<file path="config.mk">
export PLATFORM = sky130hd
export DESIGN_NAME = overwriting_ring_with_offset_search
export DESIGN_NICKNAME = d
export VERILOG_FILES = /design/src/sv/ovr_pkg.sv /design/src/sv/overwriting_ring_with_offset_search.sv /design/src/sv/ovr_mem.sv /design/src/sv/ovr_ctrl.sv
export SDC_FILE = /design/constraint.sdc
export NUM_CORES = 1
export LEC_CHECK = 0
export ABC_AREA = 1
export BUFFER_PORTS_ARGS = -buffer_cell sky130_fd_sc_hd__buf_2
export CAP_MARGIN = 20
export CORE_UTILIZATION = 30
export CTS_CLUSTER_SIZE = 28
export DETAILED_ROUTE_END_ITERATION = 10
export GPL_TIMING_DRIVEN = 0
export PLACE_DENSITY_LB_ADDON = 0.25
export REMOVE_ABC_BUFFERS = 1
export SETUP_SLACK_MARGIN = 0.15
export SYNTH_ARGS = -nofsm -noshare
export SYNTH_HDL_FRONTEND = slang
export SYNTH_SLANG_ARGS = --single-unit
</file>
<file path="constraint.sdc">
create_clock -name clk -period 20 [get_ports clk]
set_clock_uncertainty 0.2 [all_clocks]
set_input_delay 1 -clock clk [delete_from_list [all_inputs] [get_ports clk]]
set_output_delay 1 -clock clk [all_outputs]
set_load 0.02 [all_outputs]
</file>
<file path="src/sv/ovr_pkg.sv">
package ovr_pkg;

    localparam int RING_DEPTH_DEF  = 16;
    localparam int LENGTH_BITS_DEF = 16;

    localparam int HANDLE_W    = 32;
    localparam int IN_LEN_W    = 16;
    localparam int IN_POS_W    = 20;
    localparam int OUT_LEN_W   = 16;
    localparam int OFS_W       = 16;
    localparam int IN_TDATA_W  = 72;
    localparam int OUT_TDATA_W = 96;
    localparam int OUT_TUSER_W = 2;

    typedef enum logic {
        MODE_ADD  = 1'b0,
        MODE_FIND = 1'b1
    } mode_t;

    typedef enum logic [1:0] {
        ST_IDLE,
        ST_ADD,
        ST_SRCH,
        ST_EMIT
    } state_t;

    typedef struct packed {
        logic [OFS_W-1:0]     offset_inside;
        logic [OUT_LEN_W-1:0] found_length;
        logic [HANDLE_W-1:0]  found_handle;
        logic                 found;
        logic [HANDLE_W-1:0]  displaced_handle;
        logic                 displaced_valid;
    } result_t;

    typedef struct packed {
        logic take_ready;
        logic res_load;
    } ctrl_status_t;

endpackage

</file>
<file path="src/sv/overwriting_ring_with_offset_search.sv">
// overwriting ring with byte offset search
//
// input stream (s_*): one request per item; s_tuser selects add (0) or find (1)
// output stream (m_*): exactly one result per request, in request order
// an add stores handle and length at the write pointer; on a full ring it
// overwrites the oldest entry and returns its handle with displaced_valid
// a find walks held entries oldest first and returns handle, length and
// inner offset of the entry holding the byte, or found = 0
// an add passes through ST_ADD, a find through ST_SRCH, walking skipped entries;
// both then wait in ST_EMIT until the output register is free to load the result
// one request at a time: no new request is taken until the last result is
// loaded; the find walk reads one entry per cycle through the single read port
// s_tready is high whenever the sequencer is idle, even while a result waits
// in the output register; a stalled m_tready holds the finished result there
// and the next result waits in the sequencer until the register frees up
// reset empties the ring and drops any pending result; entry memory needs no
// clearing since data from a slot that holds no entry is never used
module overwriting_ring_with_offset_search
    import ovr_pkg::*;
#(
    parameter int RING_DEPTH  = RING_DEPTH_DEF,
    parameter int LENGTH_BITS = LENGTH_BITS_DEF
)
(
    input  logic                   clk,
    input  logic                   rst_n,
    input  logic                   s_tvalid,
    output logic                   s_tready,
    // entry_handle [31:0], entry_length [47:32], byte_position [67:48], zero pad
    input  logic [IN_TDATA_W-1:0]  s_tdata,
    // mode [0]
    input  logic [0:0]             s_tuser,
    output logic                   m_tvalid,
    input  logic                   m_tready,
    // displaced_handle [31:0], found_handle [63:32], found_length [79:64],
    // offset_inside [95:80]
    output logic [OUT_TDATA_W-1:0] m_tdata,
    // displaced_valid [0], found [1]
    output logic [OUT_TUSER_W-1:0] m_tuser
);

    localparam int AW     = $clog2(RING_DEPTH);
    localparam int DATA_W = HANDLE_W + LENGTH_BITS;

    ctrl_status_t             status;
    result_t                  result;
    logic                     out_free;
    logic                     wr_en;
    logic [AW-1:0]            wr_addr;
    logic [AW-1:0]            rd_addr;
    logic [DATA_W-1:0]        wr_data;
    logic [DATA_W-1:0]        rd_data;

    logic                     m_tvalid_reg, m_tvalid_next;
    logic [OUT_TDATA_W-1:0]   m_tdata_reg;
    logic [OUT_TUSER_W-1:0]   m_tuser_reg;

    // output register can take a new result when empty or being drained
    assign out_free = !m_tvalid_reg || m_tready;

    // entry storage: {length, handle} per slot
    ovr_mem #(
        .DEPTH (RING_DEPTH),
        .WIDTH (DATA_W)
    ) u_mem (
        .clk         (clk),
        .wr_en       (wr_en),
        .wr_addr     (wr_addr),
        .wr_data     (wr_data),
        .rd_addr     (rd_addr),
        .rd_data_reg (rd_data)
    );

    // pointers, fill count and search sequencer
    ovr_ctrl #(
        .RING_DEPTH  (RING_DEPTH),
        .LENGTH_BITS (LENGTH_BITS)
    ) u_ctrl (
        .clk       (clk),
        .rst_n     (rst_n),
        .in_valid  (s_tvalid),
        .in_mode   (mode_t'(s_tuser[0])),
        .in_handle (s_tdata[31:0]),
        .in_length (s_tdata[47:32]),
        .in_pos    (s_tdata[67:48]),
        .out_free  (out_free),
        .status    (status),
        .result    (result),
        .wr_en     (wr_en),
        .wr_addr   (wr_addr),
        .wr_data   (wr_data),
        .rd_addr   (rd_addr),
        .rd_data   (rd_data)
    );

    assign s_tready = status.take_ready;

    always_comb
    begin
        m_tvalid_next = m_tvalid_reg;
        if (status.res_load)
        begin
            m_tvalid_next = 1'b1;
        end
        else if (m_tready)
        begin
            m_tvalid_next = 1'b0;
        end
    end

    always_ff @(posedge clk or negedge rst_n)
    begin
        if (!rst_n)
        begin
            m_tvalid_reg <= 1'b0;
        end
        else
        begin
            m_tvalid_reg <= m_tvalid_next;
        end
    end

    // payload only moves on a load, so it holds while stalled
    always_ff @(posedge clk)
    begin
        if (status.res_load)
        begin
            m_tdata_reg <= {result.offset_inside, result.found_length,
                            result.found_handle, result.displaced_handle};
            m_tuser_reg <= {result.found, result.displaced_valid};
        end
    end

    assign m_tvalid = m_tvalid_reg;
    assign m_tdata  = m_tdata_reg;
    assign m_tuser  = m_tuser_reg;

endmodule

</file>
<file path="src/sv/ovr_mem.sv">
module ovr_mem
    import ovr_pkg::*;
#(
    parameter int DEPTH = RING_DEPTH_DEF,
    parameter int WIDTH = HANDLE_W + LENGTH_BITS_DEF,
    localparam int AW   = $clog2(DEPTH)
)
(
    input  logic             clk,
    input  logic             wr_en,
    input  logic [AW-1:0]    wr_addr,
    input  logic [WIDTH-1:0] wr_data,
    input  logic [AW-1:0]    rd_addr,
    output logic [WIDTH-1:0] rd_data_reg
);

    logic [WIDTH-1:0] mem [DEPTH];

    always_ff @(posedge clk)
    begin
        if (wr_en)
        begin
            mem[wr_addr] <= wr_data;
        end
    end

    always_ff @(posedge clk)
    begin
        rd_data_reg <= mem[rd_addr];
    end

endmodule

</file>
<file path="src/sv/ovr_ctrl.sv">
module ovr_ctrl
    import ovr_pkg::*;
#(
    parameter int RING_DEPTH  = RING_DEPTH_DEF,
    parameter int LENGTH_BITS = LENGTH_BITS_DEF,
    localparam int AW     = $clog2(RING_DEPTH),
    localparam int CNT_W  = $clog2(RING_DEPTH + 1),
    localparam int DATA_W = HANDLE_W + LENGTH_BITS,
    localparam int POS_W  = (LENGTH_BITS > IN_POS_W) ? LENGTH_BITS : IN_POS_W
)
(
    input  logic                 clk,
    input  logic                 rst_n,
    input  logic                 in_valid,
    input  mode_t                in_mode,
    input  logic [HANDLE_W-1:0]  in_handle,
    input  logic [IN_LEN_W-1:0]  in_length,
    input  logic [IN_POS_W-1:0]  in_pos,
    input  logic                 out_free,
    output ctrl_status_t         status,
    output result_t              result,
    output logic                 wr_en,
    output logic [AW-1:0]        wr_addr,
    output logic [DATA_W-1:0]    wr_data,
    output logic [AW-1:0]        rd_addr,
    input  logic [DATA_W-1:0]    rd_data
);

    state_t                 state_reg, state_next;
    logic [AW-1:0]          wp_reg, wp_next;
    logic [AW-1:0]          rp_reg, rp_next;
    logic [CNT_W-1:0]       cnt_reg, cnt_next;
    logic [AW-1:0]          idx_reg, idx_next;
    logic [CNT_W-1:0]       rem_reg, rem_next;
    logic [POS_W-1:0]       pos_reg, pos_next;
    logic [HANDLE_W-1:0]    hnd_reg, hnd_next;
    logic [LENGTH_BITS-1:0] len_reg, len_next;
    result_t                res_reg, res_next;

    logic [HANDLE_W-1:0]    rd_handle;
    logic [LENGTH_BITS-1:0] rd_len;
    logic [POS_W-1:0]       rd_len_ext;
    logic                   full;

    function automatic logic [AW-1:0] ptr_inc(input logic [AW-1:0] p);
        ptr_inc = (p == AW'(RING_DEPTH - 1)) ? '0 : AW'(p + 1'b1);
    endfunction

    assign rd_handle  = rd_data[HANDLE_W-1:0];
    assign rd_len     = rd_data[HANDLE_W +: LENGTH_BITS];
    assign rd_len_ext = POS_W'(rd_len);
    assign full       = (cnt_reg == CNT_W'(RING_DEPTH));

    assign wr_addr = wp_reg;
    assign wr_data = {len_reg, hnd_reg};
    assign result  = res_reg;

    always_ff @(posedge clk or negedge rst_n)
    begin
        if (!rst_n)
        begin
            state_reg <= ST_IDLE;
            wp_reg    <= '0;
            rp_reg    <= '0;
            cnt_reg   <= '0;
        end
        else
        begin
            state_reg <= state_next;
            wp_reg    <= wp_next;
            rp_reg    <= rp_next;
            cnt_reg   <= cnt_next;
        end
    end

    always_ff @(posedge clk)
    begin
        idx_reg <= idx_next;
        rem_reg <= rem_next;
        pos_reg <= pos_next;
        hnd_reg <= hnd_next;
        len_reg <= len_next;
        res_reg <= res_next;
    end

    always_comb
    begin
        state_next = state_reg;
        wp_next    = wp_reg;
        rp_next    = rp_reg;
        cnt_next   = cnt_reg;
        idx_next   = idx_reg;
        rem_next   = rem_reg;
        pos_next   = pos_reg;
        hnd_next   = hnd_reg;
        len_next   = len_reg;
        res_next   = res_reg;
        status     = '0;
        wr_en      = 1'b0;
        rd_addr    = ptr_inc(idx_reg);

        case (state_reg)
            ST_IDLE:
            begin
                status.take_ready = 1'b1;
                rd_addr = (in_mode == MODE_FIND) ? rp_reg : wp_reg;
                if (in_valid)
                begin
                    hnd_next = in_handle;
                    len_next = LENGTH_BITS'(32'(in_length));
                    pos_next = POS_W'(in_pos);
                    idx_next = rp_reg;
                    rem_next = cnt_reg;
                    state_next = (in_mode == MODE_FIND) ? ST_SRCH : ST_ADD;
                end
            end

            ST_ADD:
            begin
                // old entry at the write pointer is on rd_data now
                wr_en    = 1'b1;
                res_next = '0;
                if (full)
                begin
                    res_next.displaced_valid  = 1'b1;
                    res_next.displaced_handle = rd_handle;
                    rp_next = ptr_inc(rp_reg);
                end
                else
                begin
                    cnt_next = CNT_W'(cnt_reg + 1'b1);
                end
                wp_next    = ptr_inc(wp_reg);
                state_next = ST_EMIT;
            end

            ST_SRCH:
            begin
                if (rem_reg == '0)
                begin
                    res_next   = '0;
                    state_next = ST_EMIT;
                end
                else if (rd_len_ext > pos_reg)
                begin
                    res_next               = '0;
                    res_next.found         = 1'b1;
                    res_next.found_handle  = rd_handle;
                    res_next.found_length  = OUT_LEN_W'(rd_len);
                    res_next.offset_inside = pos_reg[OFS_W-1:0];
                    state_next             = ST_EMIT;
                end
                else
                begin
                    // skip this entry, next one is being read
                    pos_next = pos_reg - rd_len_ext;
                    idx_next = ptr_inc(idx_reg);
                    rem_next = CNT_W'(rem_reg - 1'b1);
                end
            end

            ST_EMIT:
            begin
                if (out_free)
                begin
                    status.res_load = 1'b1;
                    state_next      = ST_IDLE;
                end
            end

            default:
            begin
                state_next = ST_IDLE;
            end
        endcase
    end

endmodule

</file>
==> flow_summary.ini <==
[yosys]
avgSynthCellArea_sq_um = 11.8
synth_async_sr_flop_share_pct = 1.45
ys_seq_elements = 1105
yosysTopAreaCell = edfxtp_1
synth_edf_count = 1041
yosysMostFrequentCell = edfxtp_1
synth-seq-area-share_pct = 71.7
synth_cell_type_count = 35
yosys_warnings = 0
netlist.area_leader.share_pct = 68.7
synth.cells.most_frequent = 1041 x edfxtp_1, 882 x nand2_1, 768 x nand3_1
ys_top_cells_by_area = edfxtp_1 69%, nand3_1 8.5%, nand2_1 7.3%
syn_area_sq_um = 45500
syn-instance-count = 3851
ys.flop_type = edfxtp_1

[die]
coreArea_sq_um = 150000
die_area_sq_um = 153000
num_rows = 142
chipWidth_microns = 391
dieHeight_microns = 391
start_util_pct = 30.3
io_pins = 177

[cts]
clk_latency_ns = 0.74
cts_buffers = 121
cts_root_buffer = clkbuf_16
clk_pin_slew_ns = 0.06
clock_sinks = 1105
clockBufferDepth = 3
cts_tree = done
cts-resized-gates = 0
h-tree-depth = 3

[critical_path]
cp_max_fo = 136
worstSetupPathType = flop to flop
arrival_ns = 5.17
crit_path_end_kind = flop
critPathLaunchType = flop
reg2reg_depth = 13
cp.required_ns = 20.46

[layout]
n_fill_cell = 14640
largest_register_ff_count = 768
drive_gt1_share_pct = 11.1
area_growth_pct = 17.7
post-route-util_pct = 35.6
layout.nets = 4117

[global_routing]
grt_pass1_vias = 27065
grt_max_degree = 137
overflow = 0
track_usage_pct = 15.3
grt_pass1_wl_mm = 175
grt_antenna_before_repair = 9

[power_and_ir_drop]
p_leak_uw = 0.0206
cellPowerDensity_nw_per_um2 = 172
vdd_drop_max_mv = 0.203

[routing]
drt_iter0_markers = 1930
vias = 27923
drc_errors = 0
dr.pass1.iters = 5
wl_mm = 118
antenna_left = 0
wire_per_inst_microns = 19.3
viasPerCell = 4.56

[job]
maxCapViolCount = 0

[sta]
tightest_slew_ns = 0.875
finalWorstSetupSlack_ns = 15.29
maxSlewViolCount = 0
period_minus_slack_ns = 4.71
final.period_utilization_pct = 23.5
finalSetupViolCount = 0
rsz0062_at_grt = false
max-slew-margin-rel_pct = 41.7
tns_ns = 0
max_freq_mhz = 213
hold_violations = 0

[place]
numPortBuffers = 172
pre_cts_ws_ns = 15.24
gp_congestion = 0.783
hpwl_mm = 70.1

[min_path]
holdCritPathClass = flop to flop
holdPathStages = 0

[status]
run_status = completed
[placed cells by master (no fill, tap or decap), types with 16 or more instances in the layout]
cell,netlist,routed
edfxtp_1,1041,1041
clkinv_1,0,19
nor2_4,1,17
clkbuf_1,17,40
ha_1,30,30
buf_12,0,50
o21ai_0,29,29
nor2_1,144,128
inv_1,412,410
nand2_1,882,882
nand3b_1,199,199
clkbuf_16,0,122
clkinv_2,0,20
buf_2,173,172
nand3_1,768,768
buf_16,0,27
dfxtp_1,48,48
dfrtp_1,16,16
[cell type report]
cell class              instances  area (sq um)  area share, %
multi-input cells            2111         10300           19.3
inverters                     420          1600           2.99
diodes                          1          2.50        0.00468
well taps                    2016          2520           4.71
clock buffers                 168          3290           6.14
clock inverters                57           519          0.970
repair buffers                250          2620           4.89
flip-flops and latches       1105         32600           61.0
[layer usage]
| layer | GRT usage (%) | routed length, microns | up-vias |
|---|---|---|---|
| li1 | - | - | 13512 |
| met1 | 20.8 | 53300 | 13593 |
| met2 | 25.2 | 56300 | 613 |
| met3 | 2.23 | 5590 | 191 |
| met4 | 4.84 | 2740 | 14 |
| met5 | 0 | 74 | - |
[final timing paths]
check / start / to / slack (ns)
min reg2reg: u_ctrl.result[47] / m_tdata[45] / 0.20
max: u_ctrl.state_reg[0] / u_mem.rd_data_reg[4] / 15.29
max reg2reg: u_ctrl.state_reg[0] / u_mem.rd_data_reg[4] / 15.29
min in group asynchronous: rst_n / m_tvalid / 0.53
min: u_ctrl.result[47] / m_tdata[45] / 0.20
max in group asynchronous: rst_n / u_ctrl.cnt_reg[0] / 18.77
[power by group]
group | total [uW] | switching (uW) | leakage [uW] | internal [uW]
combinational | 3750 | 2580 | 0.00863 | 1170
sequential | 3310 | 191 | 0.0101 | 3110
clock | 2160 | 914 | 0.00186 | 1240
[through the flow]
stage / instance area (sq um) / total power, uW / std cells / hold slack, ns
floorplan: 44400 / 5640 / 3636 / 0.200
global placement: 47700 / 7140 / 5824 / 0.201
detailed placement: 49700 / 7170 / 5901 / 0.205
CTS: 53500 / 9350 / 6127 / 0.158
global route: 53500 / 9820 / 6127 / 0.199
finish: 53500 / 9210 / 6128 / 0.202
[critical path, cell delays in order, from the launching register on]
cell and delay (ns):
dfrtp_1 0.42, inv_1 0.10, ha_1 0.69, nand2_8 0.48, buf_16 0.40, nand2_8 0.50
buf_16 0.40, buf_16 0.47, nand2_1 0.10, nand2_1 0.09, nand2_1 0.05, nand3_1 0.11
nand3_1 0.09, nand2_1 0.16
[kinds of logic (layout without fill, tap and decap cells)]
family	count (synthesis)	after routing	share of synthesized area [%]
buffers and inverters	635	895	5.94
flip-flops	1105	1105	71.7
AND/OR/NAND/NOR	2012	2012	20.5
AO/OA/AOI/OAI	53	53	0.663
other	0	1	0
adder cells (fa/ha/maj)	31	31	0.869
XOR/XNOR	15	15	0.289
[timing repair]
item,4_1_cts,5_1_grt
setup endpoints to repair,0,0
buffers inserted,0,0
hold buffers,1,0
endpoints found under the hold margin,16,0
No activity file was read; power rests on OpenSTA's default activity.
